$ cat src/sfp_pkg.sv
package sfp_pkg;

    localparam int RX_W      = 8;
    localparam int HANDLE_W  = 8;
    localparam int LEN_W     = 6;
    localparam int IDX_W     = 5;
    localparam int SUM_W     = 16;
    localparam int CFG_IDX_W = 1;
    localparam int CFG_DAT_W = 8;

    localparam logic [RX_W-1:0] SYNC_BYTE = 8'hAA;

    localparam logic [CFG_IDX_W-1:0] CFG_HANDLE_LIMIT = 1'd0;
    localparam logic [CFG_IDX_W-1:0] CFG_MAX_LENGTH   = 1'd1;

    localparam logic [HANDLE_W-1:0] HANDLE_LIMIT_RST = 8'd16;
    localparam logic [LEN_W-1:0]    MAX_LENGTH_RST   = 6'd20;

    typedef enum logic [3:0] {
        ST_HUNT,
        ST_HANDLE,
        ST_LEN_LO,
        ST_LEN_HI,
        ST_PAYLOAD,
        ST_SUM_LO,
        ST_SUM_HI,
        ST_EMIT_RD,
        ST_EMIT_LD
    } state_t;

    // Commands from the controller to the datapath.
    typedef struct packed {
        logic take_handle;
        logic take_len_lo;
        logic take_len_hi;
        logic take_payload;
        logic take_sum_lo;
        logic clr_idx;
        logic inc_idx;
        logic load_out;
    } cmd_t;

    // Status from the datapath back to the controller.
    typedef struct packed {
        logic sync_hit;
        logic handle_ok;
        logic len_over;
        logic len_zero;
        logic payload_done;
        logic sum_match;
        logic last_item;
        logic out_free;
    } status_t;

endpackage

$ cat src/sfp_rx_if.sv
interface sfp_rx_if;
    logic                        valid;
    logic                        ready;
    logic [sfp_pkg::RX_W-1:0]    rx_byte;

    modport source (output valid, output rx_byte, input ready);
    modport sink   (input valid, input rx_byte, output ready);
endinterface

$ cat src/sfp_res_if.sv
interface sfp_res_if;
    logic                         valid;
    logic                         ready;
    logic [sfp_pkg::HANDLE_W-1:0] frame_handle;
    logic [sfp_pkg::RX_W-1:0]     data_byte;
    logic [sfp_pkg::IDX_W-1:0]    byte_index;
    logic [sfp_pkg::LEN_W-1:0]    frame_length;
    logic                         empty_frame;
    logic                         last;

    modport source (output valid, output frame_handle, output data_byte,
                    output byte_index, output frame_length, output empty_frame,
                    output last, input ready);
    modport sink   (input valid, input frame_handle, input data_byte,
                    input byte_index, input frame_length, input empty_frame,
                    input last, output ready);
endinterface

$ cat src/sfp_ram.sv
module sfp_ram #(
    parameter int WIDTH = 8,
    parameter int DEPTH = 32
) (
    input  logic                                    clk,
    input  logic                                    we,
    input  logic [(DEPTH > 1 ? $clog2(DEPTH) : 1)-1:0] waddr,
    input  logic [WIDTH-1:0]                        wdata,
    input  logic [(DEPTH > 1 ? $clog2(DEPTH) : 1)-1:0] raddr,
    output logic [WIDTH-1:0]                        rdata
);

    logic [WIDTH-1:0] mem [DEPTH];

    always_ff @(posedge clk)
    begin
        if (we)
        begin
            mem[waddr] <= wdata;
        end
        rdata <= mem[raddr];
    end

endmodule

$ cat src/sfp_ctrl.sv
module sfp_ctrl (
    input  logic              clk,
    input  logic              rst_n,
    input  logic              in_valid,
    output logic              in_ready,
    input  sfp_pkg::status_t  status,
    output sfp_pkg::cmd_t     cmd
);

    sfp_pkg::state_t state_reg;
    sfp_pkg::state_t state_next;
    logic            in_fire;

    assign in_ready = (state_reg != sfp_pkg::ST_EMIT_RD) && (state_reg != sfp_pkg::ST_EMIT_LD);
    assign in_fire  = in_valid && in_ready;

    always_ff @(posedge clk or negedge rst_n)
    begin
        if (!rst_n)
        begin
            state_reg <= sfp_pkg::ST_HUNT;
        end
        else
        begin
            state_reg <= state_next;
        end
    end

    always_comb
    begin
        state_next = state_reg;
        unique case (state_reg)
            sfp_pkg::ST_HUNT:
            begin
                if (in_fire && status.sync_hit)
                begin
                    state_next = sfp_pkg::ST_HANDLE;
                end
            end
            sfp_pkg::ST_HANDLE:
            begin
                if (in_fire)
                begin
                    state_next = status.handle_ok ? sfp_pkg::ST_LEN_LO : sfp_pkg::ST_HUNT;
                end
            end
            sfp_pkg::ST_LEN_LO:
            begin
                if (in_fire)
                begin
                    state_next = sfp_pkg::ST_LEN_HI;
                end
            end
            sfp_pkg::ST_LEN_HI:
            begin
                if (in_fire)
                begin
                    priority if (status.len_over)
                        state_next = sfp_pkg::ST_HUNT;
                    else if (status.len_zero)
                        state_next = sfp_pkg::ST_SUM_LO;
                    else
                        state_next = sfp_pkg::ST_PAYLOAD;
                end
            end
            sfp_pkg::ST_PAYLOAD:
            begin
                if (in_fire && status.payload_done)
                begin
                    state_next = sfp_pkg::ST_SUM_LO;
                end
            end
            sfp_pkg::ST_SUM_LO:
            begin
                if (in_fire)
                begin
                    state_next = sfp_pkg::ST_SUM_HI;
                end
            end
            sfp_pkg::ST_SUM_HI:
            begin
                if (in_fire)
                begin
                    state_next = status.sum_match ? sfp_pkg::ST_EMIT_RD : sfp_pkg::ST_HUNT;
                end
            end
            sfp_pkg::ST_EMIT_RD:
            begin
                state_next = sfp_pkg::ST_EMIT_LD;
            end
            sfp_pkg::ST_EMIT_LD:
            begin
                if (status.out_free)
                begin
                    state_next = status.last_item ? sfp_pkg::ST_HUNT : sfp_pkg::ST_EMIT_RD;
                end
            end
            default:
            begin
                state_next = sfp_pkg::ST_HUNT;
            end
        endcase
    end

    always_comb
    begin
        cmd = '0;
        unique case (state_reg)
            sfp_pkg::ST_HUNT:    ;
            sfp_pkg::ST_HANDLE:  cmd.take_handle  = in_fire;
            sfp_pkg::ST_LEN_LO:  cmd.take_len_lo  = in_fire;
            sfp_pkg::ST_LEN_HI:  cmd.take_len_hi  = in_fire;
            sfp_pkg::ST_PAYLOAD: cmd.take_payload = in_fire;
            sfp_pkg::ST_SUM_LO:  cmd.take_sum_lo  = in_fire;
            sfp_pkg::ST_SUM_HI:  cmd.clr_idx      = in_fire;
            sfp_pkg::ST_EMIT_RD: ;
            sfp_pkg::ST_EMIT_LD:
            begin
                cmd.load_out = status.out_free;
                cmd.inc_idx  = status.out_free && !status.last_item;
            end
            default: ;
        endcase
    end

endmodule

$ cat src/sfp_dp.sv
module sfp_dp #(
    parameter int MAX_PAYLOAD = 32
) (
    input  logic                              clk,
    input  logic                              rst_n,
    input  logic                              cfg_we,
    input  logic [sfp_pkg::CFG_IDX_W-1:0]     cfg_index,
    input  logic [sfp_pkg::CFG_DAT_W-1:0]     cfg_data,
    input  logic [sfp_pkg::RX_W-1:0]          rx_byte,
    input  logic                              out_ready,
    input  sfp_pkg::cmd_t                     cmd,
    output sfp_pkg::status_t                  status,
    output logic                              out_valid,
    output logic [sfp_pkg::HANDLE_W-1:0]      frame_handle,
    output logic [sfp_pkg::RX_W-1:0]          data_byte,
    output logic [sfp_pkg::IDX_W-1:0]         byte_index,
    output logic [sfp_pkg::LEN_W-1:0]         frame_length,
    output logic                              empty_frame,
    output logic                              last
);

    localparam int AW = (MAX_PAYLOAD > 1) ? $clog2(MAX_PAYLOAD) : 1;
    localparam int LW = sfp_pkg::LEN_W;

    logic [sfp_pkg::HANDLE_W-1:0] handle_limit_reg;
    logic [LW-1:0]                max_length_reg;
    logic [sfp_pkg::HANDLE_W-1:0] handle_reg;
    logic [sfp_pkg::RX_W-1:0]     len_lo_reg;
    logic [LW-1:0]                len_reg;
    logic [LW-1:0]                count_reg;
    logic [LW-1:0]                idx_reg;
    logic [sfp_pkg::SUM_W-1:0]    sum_reg;
    logic [sfp_pkg::RX_W-1:0]     sum_lo_reg;

    logic                         out_valid_reg;
    logic [sfp_pkg::HANDLE_W-1:0] out_handle_reg;
    logic [sfp_pkg::RX_W-1:0]     out_data_reg;
    logic [sfp_pkg::IDX_W-1:0]    out_idx_reg;
    logic [sfp_pkg::LEN_W-1:0]    out_len_reg;
    logic                         out_empty_reg;
    logic                         out_last_reg;

    logic [2*sfp_pkg::RX_W-1:0]   len_full;
    logic [LW-1:0]                len_limit;
    logic [LW-1:0]                count_inc;
    logic [LW-1:0]                idx_inc;
    logic                         len_empty;
    logic [AW+LW-1:0]             waddr_ext;
    logic [AW+LW-1:0]             raddr_ext;
    logic [sfp_pkg::RX_W-1:0]     ram_rdata;

    // Effective length limit: the register, clipped to the store depth.
    always_comb
    begin
        if (32'(max_length_reg) > MAX_PAYLOAD)
            len_limit = LW'(MAX_PAYLOAD);
        else
            len_limit = max_length_reg;
    end

    assign len_full  = {rx_byte, len_lo_reg};
    assign count_inc = count_reg + LW'(1);
    assign idx_inc   = idx_reg + LW'(1);
    assign len_empty = (len_reg == '0);
    assign waddr_ext = {{AW{1'b0}}, count_reg};
    assign raddr_ext = {{AW{1'b0}}, idx_reg};

    assign status.sync_hit     = (rx_byte == sfp_pkg::SYNC_BYTE);
    assign status.handle_ok    = (rx_byte < handle_limit_reg);
    assign status.len_over     = (len_full > {{(2*sfp_pkg::RX_W-LW){1'b0}}, len_limit});
    assign status.len_zero     = (len_full == '0);
    assign status.payload_done = (count_inc >= len_reg);
    assign status.sum_match    = ({rx_byte, sum_lo_reg} == sum_reg);
    assign status.last_item    = len_empty || (idx_inc == len_reg);
    assign status.out_free     = !out_valid_reg || out_ready;

    sfp_ram #(
        .WIDTH (sfp_pkg::RX_W),
        .DEPTH (MAX_PAYLOAD)
    ) u_store (
        .clk   (clk),
        .we    (cmd.take_payload),
        .waddr (waddr_ext[AW-1:0]),
        .wdata (rx_byte),
        .raddr (raddr_ext[AW-1:0]),
        .rdata (ram_rdata)
    );

    always_ff @(posedge clk or negedge rst_n)
    begin
        if (!rst_n)
        begin
            handle_limit_reg <= sfp_pkg::HANDLE_LIMIT_RST;
            max_length_reg   <= sfp_pkg::MAX_LENGTH_RST;
        end
        else if (cfg_we)
        begin
            unique case (cfg_index)
                sfp_pkg::CFG_HANDLE_LIMIT: handle_limit_reg <= cfg_data;
                sfp_pkg::CFG_MAX_LENGTH:   max_length_reg   <= cfg_data[LW-1:0];
                default: ;
            endcase
        end
    end

    always_ff @(posedge clk or negedge rst_n)
    begin
        if (!rst_n)
        begin
            handle_reg <= '0;
            len_lo_reg <= '0;
            len_reg    <= '0;
            count_reg  <= '0;
            idx_reg    <= '0;
            sum_reg    <= '0;
            sum_lo_reg <= '0;
        end
        else
        begin
            if (cmd.take_handle)
                handle_reg <= rx_byte;
            if (cmd.take_len_lo)
                len_lo_reg <= rx_byte;
            if (cmd.take_len_hi)
            begin
                // Only the low bits matter once the limit check has passed.
                len_reg   <= len_full[LW-1:0];
                count_reg <= '0;
                sum_reg   <= '0;
            end
            if (cmd.take_payload)
            begin
                count_reg <= count_inc;
                sum_reg   <= sum_reg + {{(sfp_pkg::SUM_W-sfp_pkg::RX_W){1'b0}}, rx_byte};
            end
            if (cmd.take_sum_lo)
                sum_lo_reg <= rx_byte;
            if (cmd.clr_idx)
                idx_reg <= '0;
            else if (cmd.inc_idx)
                idx_reg <= idx_inc;
        end
    end

    always_ff @(posedge clk or negedge rst_n)
    begin
        if (!rst_n)
        begin
            out_valid_reg <= 1'b0;
        end
        else if (cmd.load_out)
        begin
            out_valid_reg <= 1'b1;
        end
        else if (out_ready)
        begin
            out_valid_reg <= 1'b0;
        end
    end

    always_ff @(posedge clk)
    begin
        if (cmd.load_out)
        begin
            out_handle_reg <= handle_reg;
            out_data_reg   <= len_empty ? '0 : ram_rdata;
            out_idx_reg    <= idx_reg[sfp_pkg::IDX_W-1:0];
            out_len_reg    <= len_reg;
            out_empty_reg  <= len_empty;
            out_last_reg   <= status.last_item;
        end
    end

    assign out_valid    = out_valid_reg;
    assign frame_handle = out_handle_reg;
    assign data_byte    = out_data_reg;
    assign byte_index   = out_idx_reg;
    assign frame_length = out_len_reg;
    assign empty_frame  = out_empty_reg;
    assign last         = out_last_reg;

endmodule

$ cat src/sync_frame_parser.sv
// Channel     Direction  Payload
// byte_in     sink       rx_byte[7:0]
// result_out  source     frame_handle[7:0], data_byte[7:0], byte_index[4:0],
//                        frame_length[5:0], empty_frame, last
// cfg         write      cfg_we, cfg_index[0:0], cfg_data[7:0]
//
// While a frame is being parsed, one received byte is taken per cycle. After a
// frame whose checksum matches, the stored payload is read out of the payload
// memory one result at a time (memory read, then load of the output register),
// and intake stalls until the readout is done; an empty frame still gives one
// result. rst_n clears the parser to sync hunt and the registers to their
// defaults; the payload memory is not cleared. Back pressure on result_out only
// holds the readout; the last result of a frame may wait while new bytes flow.

module sync_frame_parser #(
    parameter int MAX_PAYLOAD = 32
) (
    input  logic                          clk,
    input  logic                          rst_n,
    input  logic                          cfg_we,
    input  logic [sfp_pkg::CFG_IDX_W-1:0] cfg_index,
    input  logic [sfp_pkg::CFG_DAT_W-1:0] cfg_data,
    sfp_rx_if.sink                        byte_in,
    sfp_res_if.source                     result_out
);

    // Command and status buses between the controller and the datapath.
    sfp_pkg::cmd_t    cmd;
    sfp_pkg::status_t status;

    // The controller sequences the frame fields and the payload readout.
    sfp_ctrl u_ctrl (
        .clk      (clk),
        .rst_n    (rst_n),
        .in_valid (byte_in.valid),
        .in_ready (byte_in.ready),
        .status   (status),
        .cmd      (cmd)
    );

    // The datapath holds the registers, the checksum, the payload memory and
    // the output register that decouples readout from the result consumer.
    sfp_dp #(
        .MAX_PAYLOAD (MAX_PAYLOAD)
    ) u_dp (
        .clk          (clk),
        .rst_n        (rst_n),
        .cfg_we       (cfg_we),
        .cfg_index    (cfg_index),
        .cfg_data     (cfg_data),
        .rx_byte      (byte_in.rx_byte),
        .out_ready    (result_out.ready),
        .cmd          (cmd),
        .status       (status),
        .out_valid    (result_out.valid),
        .frame_handle (result_out.frame_handle),
        .data_byte    (result_out.data_byte),
        .byte_index   (result_out.byte_index),
        .frame_length (result_out.frame_length),
        .empty_frame  (result_out.empty_frame),
        .last         (result_out.last)
    );

endmodule
$ cat src/flat_wrapper.sv
// flat-port wrapper written by rule: the top's interface ports become plain ports
module sync_frame_parser_flat 
#(
    parameter int MAX_PAYLOAD = 32
)
  (clk, rst_n, cfg_we, cfg_index, cfg_data, byte_in_valid, byte_in_rx_byte, byte_in_ready, result_out_valid, result_out_frame_handle, result_out_data_byte, result_out_byte_index, result_out_frame_length, result_out_empty_frame, result_out_last, result_out_ready);
  sfp_rx_if byte_in_i ();
  sfp_res_if result_out_i ();
  input  logic clk;
  input  logic rst_n;
  input  logic cfg_we;
  input  logic [sfp_pkg::CFG_IDX_W-1:0] cfg_index;
  input  logic [sfp_pkg::CFG_DAT_W-1:0] cfg_data;
  input wire logic [$bits(byte_in_i.valid)-1:0] byte_in_valid;
  input wire logic [$bits(byte_in_i.rx_byte)-1:0] byte_in_rx_byte;
  output wire logic [$bits(byte_in_i.ready)-1:0] byte_in_ready;
  output wire logic [$bits(result_out_i.valid)-1:0] result_out_valid;
  output wire logic [$bits(result_out_i.frame_handle)-1:0] result_out_frame_handle;
  output wire logic [$bits(result_out_i.data_byte)-1:0] result_out_data_byte;
  output wire logic [$bits(result_out_i.byte_index)-1:0] result_out_byte_index;
  output wire logic [$bits(result_out_i.frame_length)-1:0] result_out_frame_length;
  output wire logic [$bits(result_out_i.empty_frame)-1:0] result_out_empty_frame;
  output wire logic [$bits(result_out_i.last)-1:0] result_out_last;
  input wire logic [$bits(result_out_i.ready)-1:0] result_out_ready;
  assign byte_in_i.valid = byte_in_valid;
  assign byte_in_i.rx_byte = byte_in_rx_byte;
  assign byte_in_ready = byte_in_i.ready;
  assign result_out_valid = result_out_i.valid;
  assign result_out_frame_handle = result_out_i.frame_handle;
  assign result_out_data_byte = result_out_i.data_byte;
  assign result_out_byte_index = result_out_i.byte_index;
  assign result_out_frame_length = result_out_i.frame_length;
  assign result_out_empty_frame = result_out_i.empty_frame;
  assign result_out_last = result_out_i.last;
  assign result_out_i.ready = result_out_ready;
  sync_frame_parser #(.MAX_PAYLOAD(MAX_PAYLOAD)) u_core (.clk(clk), .rst_n(rst_n), .cfg_we(cfg_we), .cfg_index(cfg_index), .cfg_data(cfg_data), .byte_in(byte_in_i), .result_out(result_out_i));
endmodule
$ cat config.mk
export PLATFORM = sky130hd
export DESIGN_NAME = sync_frame_parser_flat
export DESIGN_NICKNAME = d
export VERILOG_FILES = /design/src/sfp_pkg.sv /design/src/sfp_rx_if.sv /design/src/sfp_res_if.sv /design/src/sfp_ram.sv /design/src/sfp_ctrl.sv /design/src/sfp_dp.sv /design/src/sync_frame_parser.sv /design/src/flat_wrapper.sv
export SDC_FILE = /design/constraint.sdc
export NUM_CORES = 1
export LEC_CHECK = 0
export BUFFER_PORTS_ARGS = -buffer_cell sky130_fd_sc_hd__buf_2
export CORE_ASPECT_RATIO = 0.5
export CORE_UTILIZATION = 62
export CTS_CLUSTER_SIZE = 12
export DETAILED_ROUTE_END_ITERATION = 7
export PLACE_DENSITY = 0.8
export SYNTH_ARGS = -nofsm -noshare
export SYNTH_HDL_FRONTEND = slang
export SYNTH_HIERARCHICAL = 1
export SYNTH_SLANG_ARGS = --single-unit
$ cat constraint.sdc
create_clock -name clk -period 3 [get_ports clk]
set_input_delay 0 -clock clk [delete_from_list [all_inputs] [get_ports clk]]
set_output_delay 0 -clock clk [all_outputs]
set_load 0.02 [all_outputs]
## Word level (Yosys, flattened, before mapping)

Memory sizes are Yosys's and may differ from the RTL's. A register that Yosys moved wholly into a read port is not among the register bits.
Index checks and enable logic that the tools add are counted.

- Logic and storage cells: 97
- Output and inout bits: 31
- Bits of input ports: 22
- Register bits after elaboration: 106
- Memories kept: 1
- RAM bits: 256

- Mux-type cells: 32
- Bitwise operators: 1
- Add/sub/neg operators: 3
- Order comparisons: 4
- Equal/unequal tests: 21
- Reductions and logical operators: 18

Memory list:

| name | words | bits a word | rd ports | clocked after memory_dff | write ports | line | text |
|---|---|---|---|---|---|---|---|
| u_core.u_dp.u_store.mem | 32 | 8 | 1 | 1 | 1 | sfp_ram.sv:13 | `logic [WIDTH-1:0] mem [DEPTH];` |

Operators by type and width:

| kind | count |
|---|---|
| $pmux W4 S9 | 1 |
| $mux W16 | 2 |
| $mux W4 | 8 |
| $mux W6 | 5 |
| $add A16 B8 Y16 | 1 |
| $eq A16 B16 Y1 | 1 |
| $eq A4 B3 Y1 const B | 4 |
| $gt A16 B6 Y1 | 1 |
| $logic_not A16 Y1 | 1 |
| $ne A2 B2 Y1 const B | 8 |
| $add A6 B1 Y6 const B | 2 |
| $mux W1 | 11 |
| $mux W3 | 3 |
| $eq A4 B2 Y1 const B | 2 |
| $eq A8 B8 Y1 const B | 1 |
| $lt A8 B8 Y1 | 1 |
| $reduce_and A8 Y1 | 1 |
| $eq A6 B6 Y1 | 1 |
| $ge A6 B6 Y1 | 1 |
| $gt A6 B6 Y1 const B | 1 |
| $logic_not A6 Y1 | 1 |
| $reduce_bool A2 Y1 | 3 |
| $logic_and A1 B1 Y1 | 5 |
| $eq A4 B1 Y1 const B | 1 |
| other kinds (9) | 13 |

## Longest topological paths before layout

- Depth in word-level cells: 8
- Depth in mapped cells: 12
- Depth with buffers taken out: 12

## Modules after synthesis

The synthesis kept the hierarchy.

By module, submodules not included:

| module | instances | area an instance (µm²) | cells each |
|---|---|---|---|
| sfp_ram | 1 | 10053.4 | 417 |
| sfp_dp | 1 | 5083.6 | 439 |
| sfp_ctrl | 1 | 437.9 | 54 |

## Worst setup path after synthesis

Ideal clock, no wire load.

- Kind: reg-to-reg
- Start point: register u_core.u_ctrl.state_reg[2]
- End point: memory u_core.u_dp.u_store.mem[0][0], enable pin
- Setup slack: 0.477 ns
- Cell stages (with the launch flop): 8
- Setup time: 0.370 ns
- Required time: 2.630 ns
- Arrival time: 2.153 ns
- Clock period less this slack: 2.523 ns
- Path through: dfrtp_1 > buf_6 > nor2b_4 > nand2_1 > nor3_1 > or3b_2 > clkbuf_1 > nor2_1

RTL lines:

| element | line | text |
|---|---|---|
| from (decl) | sfp_ctrl.sv:10 | `sfp_pkg::state_t state_reg;` |
| from (signal assigned) | sfp_ctrl.sv:21 | `state_reg <= sfp_pkg::ST_HUNT;` |
| from (signal assigned) | sfp_ctrl.sv:25 | `state_reg <= state_next;` |
| to (decl) | sfp_ram.sv:13 |  |

==> flow_summary.ini <==
[clock_tree]
clock_latency_ns = 0.53
path_clk_slew_ns = 0.06
clock_sinks = 370
cts_buffers = 36
postCtsResizedCells = 0
root_buffer = clkbuf_16
clock_path_buffers = 3
cts_tree = built
ctsHtreeMaxLevel = 2

[place]
place_congestion = 0.812
place_area_um2 = 16500
portBuffers = 52
dp_hpwl_mm = 21.8

[cells_and_area]
largest_reg_flops = 256
nets = 1083
diodes = 0
finalInstanceArea_um2 = 17700
drive_gt1_share_pct = 26.1
area_delta_synth_final_pct = 13.6

[die]
core_um2 = 24300
initial_core_util_pct = 64.0
ios = 53
row_count = 40
die_x_um = 226
die_area_um2 = 25800
die-height_um = 114

[logic_synthesis]
yosys_register_bits = 370
yosysMostFrequentCell = edfxtp_1
synth_async_sr_flop_share_pct = 20.8
yosys-top-cells-area = edfxtp_1 (55%), dfrtp_1 (12%), mux4_2 (12%), mux2_2 (2.8%), ha_1 (2.3%)
synth_common_cells = edfxtp_1 (285), mux4_2 (80), dfrtp_1 (74), nor2_1 (52), nand2_1 (49)
synthesis.instances = 910
ys_types = 63
synth_area_um2 = 15600
ys_seq_area_share_pct = 68.4
synth_fp_nets = 962
yosysWarnings = 6
dominantRegCellSynth = edfxtp_1
yosysTopAreaCell = edfxtp_1
syn_avg_cell_area_um2 = 17.1
yosysTopAreaCellShare_pct = 54.9
synth-edff-count = 285

[outcome]
status = complete, no violations

[routing]
vias = 8915
drtPass1Iterations = 6
wirelength_mm = 36.2
drtAntennaViolNets = 0
avgRoutedWirePerCell_um = 26.0
drtIter0Drc = 1210
drc = 0
avgViaCountPerCell = 6.40

[timing]
setup_violations = 0
final-hold-violation-count = 0
relSlewSlack_pct = 33.8
period_minus_slack_ns = 2.73
rsz0062_at_grt = false
finalSetupTns_ns = 0
worst_pin_slew_ns = 0.992
fmax_ghz = 0.366
finalClockSkew_ns = 0.0256
drv_slew = 0
finalCritPeriodShare_pct = 91.0

[grt]
grt_max_degree = 78
busiest_layer = met2
grt_pass1_vias = 8914
grt_pass1_wl_mm = 54.3
antenna_found_initial = 1
gr-usage-met3_pct = 8.44
grt-ovfl-total = 0
grt.total_usage_pct = 29.4
use_met1_pct = 41.5
use_met2_pct = 45.5

[worst_setup_path]
r2r_cells = 10
critPathArrivalTime_ns = 3.13
path_class = reg2reg
worstSetupEndpointType = flop
worstPathMaxFanout = 11
cp.required_ns = 3.39
start_kind = flop

[power_and_ir_drop]
vdd_drop_max_mv = 0.443
leakagePower_nw = 6.20
power_density_nw_per_um2 = 741

[hold_path]
min_path_cells = 3
hold_class = in2reg

[flow_run]
cap_violations = 0
-- what timing repair did --
action                                  4_1_cts  5_1_grt
hold buffers                                 20        0
hold endpoints to repair                     95        0
setup buffers                                 0        0
endpoints found under the setup margin        0        0
-- critical path, stage by stage (launching register included) --
cell      delay (ns)
dfrtp_1         0.63
and3_1          0.22
nand3_1         0.11
xnor2_1         0.27
ha_1            0.29
a21oi_1         0.14
o21ai_0         0.10
mux2i_1         0.14
a21boi_1        0.10
a21oi_2         0.24
mux2_1          0.36
-- placed cells by master (no fill, tap or decap), drive strengths merged, types with 3 or more instances in the layout --
| cell | count |
|---|---|
| edfxtp | 285 |
| buf | 100 |
| mux4 | 80 |
| dfrtp | 74 |
| clkbuf | 63 |
| nor2 | 52 |
| nand2 | 49 |
| mux2 | 42 |
| o21ai | 37 |
| xnor2 | 31 |
| ha | 29 |
| dlygate4sd3 | 20 |
| inv | 20 |
| nand2b | 19 |
| a21oi | 15 |
| a21o | 13 |
| nand3 | 12 |
| nand4 | 12 |
| xor2 | 10 |
| and2 | 9 |
| dfxtp | 8 |
| mux2i | 6 |
| nor3b | 6 |
| nor2b | 6 |
| and3 | 5 |
| nor4 | 5 |
| nand3b | 5 |
| o211ai | 5 |
| nor3 | 4 |
| dfstp | 3 |
| or3b | 3 |
| a31oi | 3 |
-- power breakdown --
part | leakage, nW | switching (W) | total, W | internal, W
clock network | 0.487 | 0.00186 | 0.00413 | 0.00227
registers | 3.61 | 0.000446 | 0.00638 | 0.00594
logic | 2.11 | 0.00130 | 0.00260 | 0.00130
-- layer usage --
| metal | up-vias | wire length [µm] |
|---|---|---|
| li1 | 3779 | - |
| met1 | 4558 | 14000 |
| met2 | 501 | 17000 |
| met3 | 77 | 4280 |
| met4 | 0 | 920 |
| met5 | - | 0 |
-- metrics by stage --
step | util (%) | std cells | worst slack, ns | hold WS [ns] | total power, W
3_5_place_dp | 67.7 | 1309 | 0.398 | 0.218 | 0.00899
3_3_place_gp | 67.7 | 1309 | 0.484 | 0.206 | 0.00886
2_1_floorplan | - | 910 | 0.477 | -0.296 | 0.00827
5_1_grt | 72.8 | 1394 | 0.0941 | 0.00793 | 0.0136
4_1_cts | 72.8 | 1394 | 0.299 | 0.000598 | 0.0131
6_report | 72.8 | 1394 | 0.269 | 0.00731 | 0.0131
-- cell type report --
cell class	count	area [µm²]
Inverter	19	71.3
Sequential cell	370	10700
Clock buffer	63	1000
Tap cell	336	420
Fill cell	1429	6630
Multi-Input combinational cell	484	4670
Clock inverter	2	25.0
Timing Repair Buffer	120	848
-- cell families (layout without fill, tap and decap cells) --
logic type      after synthesis  after routing  synth area share (%)
compound gates               88             88                  3.69
xor+xnor                     41             41                  2.31
fa+ha+maj                    30             30                  2.46
buf+inv                      56            204                  1.65
flops                       370            370                  68.4
mux                         128            128                  15.0
simple gates                197            197                  6.53
-- final timing paths --
path	startpoint	endpoint	slack (ns)
min in group asynchronous	rst_n	u_core/u_dp/sum_reg[7]	0.15
setup reg to reg	u_core/u_dp/count_reg[4]	u_core/u_ctrl/state_reg[2]	0.27
hold reg to reg	u_core/u_dp/handle_reg[3]	u_core/u_dp/frame_handle[3]	0.46
hold / removal	cfg_we	u_core/u_dp/max_length_reg[5]	0.007
max in group asynchronous	rst_n	u_core/u_dp/idx_reg[0]	2.08
setup / recovery	u_core/u_dp/count_reg[4]	u_core/u_ctrl/state_reg[2]	0.27
No activity file was read; power rests on OpenSTA's default activity.
